File: config.mk
export PLATFORM = sky130hd
export DESIGN_NAME = ptpm_seq
export DESIGN_NICKNAME = d
export VERILOG_FILES = /design/src/design/ptpm_pkg.sv /design/src/design/ptpm_seq.sv
export SDC_FILE = /design/constraint.sdc
export NUM_CORES = 1
export LEC_CHECK = 0
export ABC_CLOCK_PERIOD_IN_PS = 7900
export BUFFER_PORTS_ARGS = -buffer_cell sky130_fd_sc_hd__buf_2
export CAP_MARGIN = 20
export CELL_PAD_IN_SITES_DETAIL_PLACEMENT = 0
export CELL_PAD_IN_SITES_GLOBAL_PLACEMENT = 1
export CORE_ASPECT_RATIO = 0.8
export CORE_MARGIN = 2
export CORE_UTILIZATION = 45
export DETAILED_ROUTE_END_ITERATION = 8
export GPL_ROUTABILITY_DRIVEN = 0
export PLACE_DENSITY_LB_ADDON = 0.1
export SLEW_MARGIN = 20
export SYNTH_ARGS = -nofsm -noshare
export SYNTH_HDL_FRONTEND = slang
export SYNTH_SLANG_ARGS = --single-unit
File: constraint.sdc
create_clock -name clk -period 7.9 [get_ports clk]
set_clock_uncertainty 0.15 [all_clocks]
set_input_delay 0.395 -clock clk [delete_from_list [all_inputs] [get_ports clk]]
set_output_delay 0.395 -clock clk [all_outputs]
set_load 0.05 [all_outputs]
File: src/design/ptpm_pkg.sv
// ----------------------------------------------------------------------------
// Packed trie prefix matcher package
// Shared sizes and the structs that pass between the search engine and the
// top level.
// ----------------------------------------------------------------------------
package ptpm_pkg;

  // Table size and derived address widths
  localparam int TABLE_BYTES = 4096;
  localparam int ADDR_W      = $clog2(TABLE_BYTES);
  // Wide enough for a node address plus count, padding and child offset
  localparam int IA_W        = ((ADDR_W > 11) ? ADDR_W : 11) + 2;

  // Field widths
  localparam int BYTE_W      = 8;
  localparam int CFG_W       = 13;
  localparam int LEN_W       = 16;
  localparam int CHILD_W     = 32;
  localparam int MAX_LENGTH  = 65535;

  // Table memory request from the search engine
  typedef struct packed {
    logic              wr_en;
    logic [ADDR_W-1:0] wr_addr;
    logic [BYTE_W-1:0] wr_data;
    logic              rd_en;
    logic [ADDR_W-1:0] rd_addr;
  } ptpm_mem_req_t;

  // Finished result offered to the output register
  typedef struct packed {
    logic             valid;
    logic [LEN_W-1:0] length;
    logic             fault;
  } ptpm_result_t;

endpackage

File: src/design/ptpm_seq.sv
// ----------------------------------------------------------------------------
// Trie search sequencer
// Takes input transactions, writes table bytes, and walks one trie node per
// text character through single-byte reads of the table memory.
// ----------------------------------------------------------------------------
module ptpm_seq (
  input  logic                          clk,
  input  logic                          rst,
  input  logic                          in_valid,
  output logic                          in_stall,
  input  logic                          kind,
  input  logic [ptpm_pkg::ADDR_W-1:0]   table_address,
  input  logic [ptpm_pkg::BYTE_W-1:0]   table_byte,
  input  logic [ptpm_pkg::BYTE_W-1:0]   text_char,
  input  logic                          last_char,
  input  logic [ptpm_pkg::IA_W-1:0]     lim,
  output ptpm_pkg::ptpm_mem_req_t       mem_req,
  input  logic [ptpm_pkg::BYTE_W-1:0]   rd_data,
  output ptpm_pkg::ptpm_result_t        res,
  input  logic                          res_ready
);
  import ptpm_pkg::*;

  typedef enum logic [2:0] {
    S_IDLE,
    S_COUNT,
    S_KEY,
    S_INDEX,
    S_DUP,
    S_FINISH
  } state_t;

  state_t              state, state_next;
  logic [ADDR_W-1:0]   node, node_next;
  logic [LEN_W-1:0]    chars, chars_next;
  logic [LEN_W-1:0]    best, best_next;
  logic                done, done_next;
  logic                fault, fault_next;
  logic [BYTE_W-1:0]   ch, ch_next;
  logic                last, last_next;
  logic [BYTE_W-1:0]   num, num_next;
  logic [BYTE_W-1:0]   kidx, kidx_next;
  logic [ADDR_W-1:0]   ia, ia_next;
  logic [1:0]          bsel, bsel_next;
  logic [CHILD_W-1:0]  child, child_next;

  logic [IA_W-1:0]     node_ext;
  logic [IA_W-1:0]     ia_full;
  logic [IA_W-1:0]     key_next_addr;
  logic [CHILD_W-1:0]  child_now;
  logic                more_keys;
  logic                do_resolve;
  logic                dup_hit;

  assign in_stall = (state != S_IDLE);
  assign node_ext = IA_W'(node);

  // Child index slot address: align past the keys, then step by slot
  assign ia_full = ((node_ext + IA_W'(num) + IA_W'(4)) & ~IA_W'(3))
                 + IA_W'({kidx, 2'b00});
  // Address of the key after the current one
  assign key_next_addr = node_ext + IA_W'(2) + IA_W'(kidx);
  assign more_keys = ({1'b0, kidx} + 9'd1) < {1'b0, num};
  // Child index as it stands once the last byte is in
  assign child_now = (state == S_INDEX) ? {rd_data, child[CHILD_W-1:BYTE_W]} : child;

  always_comb begin
    state_next = state;
    node_next  = node;
    chars_next = chars;
    best_next  = best;
    done_next  = done;
    fault_next = fault;
    ch_next    = ch;
    last_next  = last;
    num_next   = num;
    kidx_next  = kidx;
    ia_next    = ia;
    bsel_next  = bsel;
    child_next = child;
    mem_req    = '0;
    res        = '0;
    do_resolve = 1'b0;
    dup_hit    = 1'b0;

    unique case (state)
      // Take a transaction: write a byte, or start on a character
      S_IDLE: begin
        if (in_valid) begin
          if (!kind) begin
            mem_req.wr_en   = 1'b1;
            mem_req.wr_addr = table_address;
            mem_req.wr_data = table_byte;
          end else begin
            ch_next    = text_char;
            last_next  = last_char;
            state_next = S_FINISH;
            if (done) begin
              state_next = S_FINISH;
            end else if (lim == '0) begin
              done_next = 1'b1;
            end else begin
              if (chars < LEN_W'(MAX_LENGTH)) begin
                chars_next = chars + LEN_W'(1);
              end
              if (node_ext >= lim) begin
                fault_next = 1'b1;
                done_next  = 1'b1;
              end else begin
                mem_req.rd_en   = 1'b1;
                mem_req.rd_addr = node;
                state_next      = S_COUNT;
              end
            end
          end
        end
      end

      // Check the node fits, then fetch the first key
      S_COUNT: begin
        num_next  = rd_data;
        kidx_next = '0;
        if ((node_ext + IA_W'(rd_data)) >= lim) begin
          fault_next = 1'b1;
          done_next  = 1'b1;
          state_next = S_FINISH;
        end else if (rd_data == '0) begin
          done_next  = 1'b1;
          state_next = S_FINISH;
        end else begin
          mem_req.rd_en   = 1'b1;
          mem_req.rd_addr = node + ADDR_W'(1);
          state_next      = S_KEY;
        end
      end

      // Scan keys for the first one not below the character
      S_KEY: begin
        if ($signed(rd_data) >= $signed(ch)) begin
          if (rd_data == ch) begin
            if ((ia_full + IA_W'(3)) >= lim) begin
              fault_next = 1'b1;
              done_next  = 1'b1;
              state_next = S_FINISH;
            end else begin
              ia_next         = ia_full[ADDR_W-1:0];
              bsel_next       = '0;
              mem_req.rd_en   = 1'b1;
              mem_req.rd_addr = ia_full[ADDR_W-1:0];
              state_next      = S_INDEX;
            end
          end else begin
            done_next  = 1'b1;
            state_next = S_FINISH;
          end
        end else if (!more_keys) begin
          done_next  = 1'b1;
          state_next = S_FINISH;
        end else begin
          kidx_next       = kidx + BYTE_W'(1);
          mem_req.rd_en   = 1'b1;
          mem_req.rd_addr = key_next_addr[ADDR_W-1:0];
        end
      end

      // Gather the child index, low byte first
      S_INDEX: begin
        child_next = child_now;
        if (bsel == 2'd3) begin
          if (more_keys) begin
            mem_req.rd_en   = 1'b1;
            mem_req.rd_addr = key_next_addr[ADDR_W-1:0];
            state_next      = S_DUP;
          end else begin
            do_resolve = 1'b1;
          end
        end else begin
          bsel_next       = bsel + 2'd1;
          mem_req.rd_en   = 1'b1;
          mem_req.rd_addr = ia + ADDR_W'(bsel) + ADDR_W'(1);
        end
      end

      // A repeated key marks a word end with children
      S_DUP: begin
        do_resolve = 1'b1;
        dup_hit    = (rd_data == ch);
      end

      // Hand over the result on the final character, then clear the text
      S_FINISH: begin
        if (!last) begin
          state_next = S_IDLE;
        end else begin
          res.valid  = 1'b1;
          res.length = best;
          res.fault  = fault;
          if (res_ready) begin
            node_next  = '0;
            chars_next = '0;
            best_next  = '0;
            done_next  = 1'b0;
            fault_next = 1'b0;
            state_next = S_IDLE;
          end
        end
      end

      default: begin
        state_next = S_IDLE;
      end
    endcase

    // Follow the child, or stop on a leaf or a bad index
    if (do_resolve) begin
      state_next = S_FINISH;
      if (dup_hit) begin
        best_next = chars;
      end
      if (child_now == '0) begin
        best_next = chars;
        done_next = 1'b1;
      end else if (child_now >= CHILD_W'(lim)) begin
        fault_next = 1'b1;
        done_next  = 1'b1;
      end else begin
        node_next = child_now[ADDR_W-1:0];
      end
    end
  end

  always_ff @(posedge clk) begin
    if (rst) begin
      state <= S_IDLE;
      node  <= '0;
      chars <= '0;
      best  <= '0;
      done  <= 1'b0;
      fault <= 1'b0;
    end else begin
      state <= state_next;
      node  <= node_next;
      chars <= chars_next;
      best  <= best_next;
      done  <= done_next;
      fault <= fault_next;
    end
    ch    <= ch_next;
    last  <= last_next;
    num   <= num_next;
    kidx  <= kidx_next;
    ia    <= ia_next;
    bsel  <= bsel_next;
    child <= child_next;
  end

endmodule
# Word level (Yosys, flattened, before mapping)
# Cells that the tools add are included.
# word_totals
elab_cells	183
reg_bits	120
output_inout_bits	53
inputBits	56
# op_classes
magnitude_cmp	7
n_eq_ne	31
addsub	14
bitwise_logic	2
n_mux	99
reduce_logical	16
# op_table
operator	n
16-bit 2-to-1 mux	13
13-bit 2-to-1 mux	11
12-bit 2-to-1 mux	6
13-bit one-hot mux with 4 select lines	1
3-bit 2-to-1 mux	16
21-bit 2-to-1 mux	2
18-bit 2-to-1 mux	2
34-bit 2-to-1 mux	1
1-bit 2-to-1 mux	33
32-bit by 14-bit >= comparator with 1-bit output	1
32-bit logical NOT	1
32-bit 2-to-1 mux	1
16-bit one-hot mux with 2 select lines	1
2-bit != test (second input constant)	15
12-bit by 8-bit adder with 13-bit output	2
12-bit by 1-bit adder with 12-bit output (second input constant)	2
3-bit one-hot mux with 6 select lines	1
16-bit by 1-bit adder with 16-bit output (second input constant)	1
16-bit less-than comparator (second input constant)	1
8-bit 2-to-1 mux	2
8-bit one-hot mux with 2 select lines	1
3-bit != test (second input constant)	5
13-bit by 3-bit adder with 14-bit output (second input constant)	1
14-bit by 10-bit adder with 14-bit output	1
36 further kinds	48

# Logic depth before layout (Yosys ltp)
# depth
ltp_word	12
mapped_depth	26
depth_no_buf	26

# Worst setup path after synthesis
# Ideal clock, no wire load.
# synth_timing
path_type	register -> output
start	register node[2]
end	output port mem_req[8] in the netlist's numbering
stages_incl_launch_ff	26
path_slack_ps	1601
t_required_ps	7355
t_arrival_ps	5754
n_path_buf	0
cell_sequence	dfxtp_1 inv_1 ha_1 inv_1 ha_1 or3_1 o2111ai_1 nand2b_1 xor2_1 ha_1 and3_1 a2111o_1 a31o_1 a21oi_1 nand2b_1 a31oi_1 xnor2_1 inv_1 ha_1 nand4_1 or2_0 o211ai_1 or3_1 clkinv_1 a22oi_1 o2111ai_1
# synth_lines
element	line_no	source
from (decl)	ptpm_seq.sv:34	logic [ADDR_W-1:0] node, node_next;
from (signal assigned)	ptpm_seq.sv:242	node <= node_next;
to (decl)	ptpm_seq.sv:17	output ptpm_pkg::ptpm_mem_req_t mem_req,

==> flow_summary.ini <==
[global_route]
gr-total-overflow = 0
grt_usage_pct = 25.4
antenna_found_initial = 0
grt_pass1_wl_um = 42500
grt_pass1_vias = 7736
grt_max_degree = 49

[sta]
slew_viol_final = 0
holdWs_ps = 143
maxSlewHeadroom_pct = 26.9
setup_viol = 0
setup-tns-final_ps = 0
finalCritPeriodShare_pct = 93.9
worst_pin_slew_ps = 1080
finalHoldViolCount = 0
worst_slack_ps = 481
max_freq_mhz = 135
timing.final.crit_period_ps = 7420
rsz0062_at_grt = no

[layout]
final_area_sq_um = 10700
synthToLayoutAreaGrowth_pct = 16.1
diodes = 0
drive_gt1_share_pct = 16.5
layout_commonest_cell = nand2_1
nFillCells = 1892
fin_nets = 1327
fin_cells = 1427
layout_common_cells = nand2_1 (144), ha_1 (117), buf_2 (108)

[drt]
drt_wl_total_um = 26700
wl_per_cell_um = 18.7
drt-initial-drc-count = 476
routed_via_density = 5.65
dr.pass1.iters = 5
drc_errors = 0
via_count = 8060
drt.antenna.violating_nets = 0

[synth]
ys.flop_type = edfxtp_1
yosys.cell_types.count = 86
postSynthCellCount = 1040
synth_seq_area_share_pct = 33.2
syn_avg_cell_area_sq_um = 8.84
synth.ff_latch_count = 118
synth-edff-count = 69
async_flop_share_pct = 0
ys.warnings.count = 0
netlist_area_sq_um = 9200
syn_nets = 1217

[outcome]
status = completed

[cts]
cts_tree = yes
clockRootBuffer = clkbuf_16
ctsLongestPathBuffers = 2
cts_htree_levels = 4
clkSinkCount = 118
numCtsBuffers = 17
clk_latency_ps = 430
clk_pin_slew_ps = 60

[critical_path]
critPathLaunchType = register
crit_type = reg -> out
worstReg2RegEnd = state[1]
path_max_fanout = 19
r2r-start = node[1]
end_kind = primary output
r2r_slack_ps = 1330
cp_data_arrival_time_ps = 6870
rr_worst_depth = 24
required_ps = 7360

[die]
core_region_area_sq_um = 19900
die-area_sq_um = 21600
initial_utilization_pct = 46.2
die_y_um = 132
ios = 109
chipWidth_um = 164
fp-row-count = 46

[power]
p_leak_nw = 4.81
peakVddDrop_mv = 0.140
powerDensity_nw_per_um2 = 250

[hold_path]
hp-start = rd_data[2]
hp-class = in -> reg
whs_path_depth = 1
min_to = num[2]

[place]
dpl.hpwl_um = 20300
placed_area_sq_um = 9970
preCtsSetupSlack_ps = 829
dp.cells = 1385
io_buffers = 108

[run]
cap_violations = 0
-- synth_stat cells, types with 5 or more instances --
library cell | number | share of area (%)
a21oi_2 | 10 | 0.95
edfxtp_1 | 69 | 23
nand2_1 | 144 | 5.9
o21a_1 | 7 | 0.57
nand4_1 | 11 | 0.75
and3_1 | 19 | 1.3
nand3_1 | 53 | 2.9
or3_1 | 7 | 0.48
o21bai_1 | 6 | 0.49
nor2_1 | 61 | 2.5
a21oi_1 | 62 | 3.4
nand2b_1 | 18 | 1.2
a22oi_1 | 7 | 0.57
dfxtp_1 | 49 | 11
a21o_1 | 14 | 1.1
or2_2 | 6 | 0.41
o21ai_1 | 6 | 0.33
o211ai_1 | 9 | 0.73
a31oi_1 | 5 | 0.34
inv_1 | 54 | 2.2
clkbuf_1 | 27 | 1.1
ha_1 | 117 | 16
and2_1 | 50 | 3.4
nor3_1 | 14 | 0.76
nor4_1 | 9 | 0.61
xor2_1 | 31 | 3.0
nor2b_1 | 10 | 0.68
nand3_2 | 10 | 1.1
xnor2_1 | 26 | 2.5
o21ai_0 | 25 | 1.4
a211o_1 | 6 | 0.57
-- cell type report --
| cell class | instances | area, sq um | share of cell area [%] |
|---|---|---|---|
| clock inverters | 10 | 76.3 | 0.715 |
| clock buffers | 22 | 518 | 4.85 |
| well taps | 264 | 330 | 3.09 |
| multi-input cells | 827 | 5760 | 54.0 |
| repair buffers | 128 | 713 | 6.68 |
| inverters | 58 | 221 | 2.07 |
| flip-flops and latches | 118 | 3050 | 28.6 |
-- routing by layer --
layer	GRT usage, %	part of all wire (%)
met3	4.44	5.9
met1	37.1	49
met2	38.3	43
met5	0	0
met4	7.46	2.2
-- worst max-delay path by stage --
stage / start / to / slack, ps
finish: node[1] / mem_req[10] / 480
CTS: node[1] / mem_req[10] / 350
global placement: node[1] / mem_req[10] / 950
detailed placement: node[1] / mem_req[10] / 830
floorplan: node[2] / mem_req[8] / 1600
global route: node[1] / mem_req[10] / 40
-- critical path, cell delays in order, from the launching register on --
cell and delay, ps:
dfxtp_1 530, ha_1 300, and3_1 200, fa_1 420, a211o_1 330, and3_1 180
o311ai_1 360, nand2b_1 100, a21oi_1 290, xnor2_1 110, ha_1 360, a21oi_1 110
or3_1 320, a31oi_1 240, xnor2_1 170, inv_1 90, ha_1 300, nand4_1 100
or2_0 230, o211ai_1 270, or3_1 280, clkinvlp_4 400, and2_1 310, a211o_1 230
buf_2 210
-- metrics by stage --
| step | power [mW] | utilization, % |
|---|---|---|
| 2_1_floorplan | 1.56 | - |
| 3_3_place_gp | 1.86 | 50.1 |
| 3_5_place_dp | 1.87 | 50.1 |
| 4_1_cts | 2.67 | 53.5 |
| 5_1_grt | 2.83 | 53.6 |
| 6_report | 2.66 | 53.6 |
-- state kept, by name, indices dropped and copies added (netlist names), 2 cells and up --
| name | flops |
|---|---|
| node | 12 |
| state | 3 |
| best | 16 |
| ch | 8 |
| num | 8 |
| bsel | 2 |
| kidx | 8 |
| ia | 10 |
| child | 32 |
| chars | 16 |
-- power breakdown --
part / switching (mW) / internal [mW] / total (mW)
registers: 0.0772 / 0.750 / 0.827
clock network: 0.319 / 0.471 / 0.790
logic: 0.681 / 0.366 / 1.05
total: 1.08 / 1.59 / 2.66
-- timing repair --
item / 4_1_cts / 5_1_grt
endpoints found under the hold margin: 9 / 0
setup endpoints to repair: 0 / 8
buffers inserted: 0 / 0
gates resized for setup: 0 / 1
hold buffers: 9 / 0
-- kinds of logic after synthesis --
logic type | count (synthesis) | synth area share [%]
compound gates | 210 | 15.8
xor+xnor | 57 | 5.43
fa+ha+maj | 121 | 16.8
buf+inv | 95 | 4.26
flops | 118 | 33.2
mux | 3 | 0.381
other cells | 1 | 0.0408
simple gates | 435 | 24.1
Note: power is estimated with default switching activity, not from simulation.
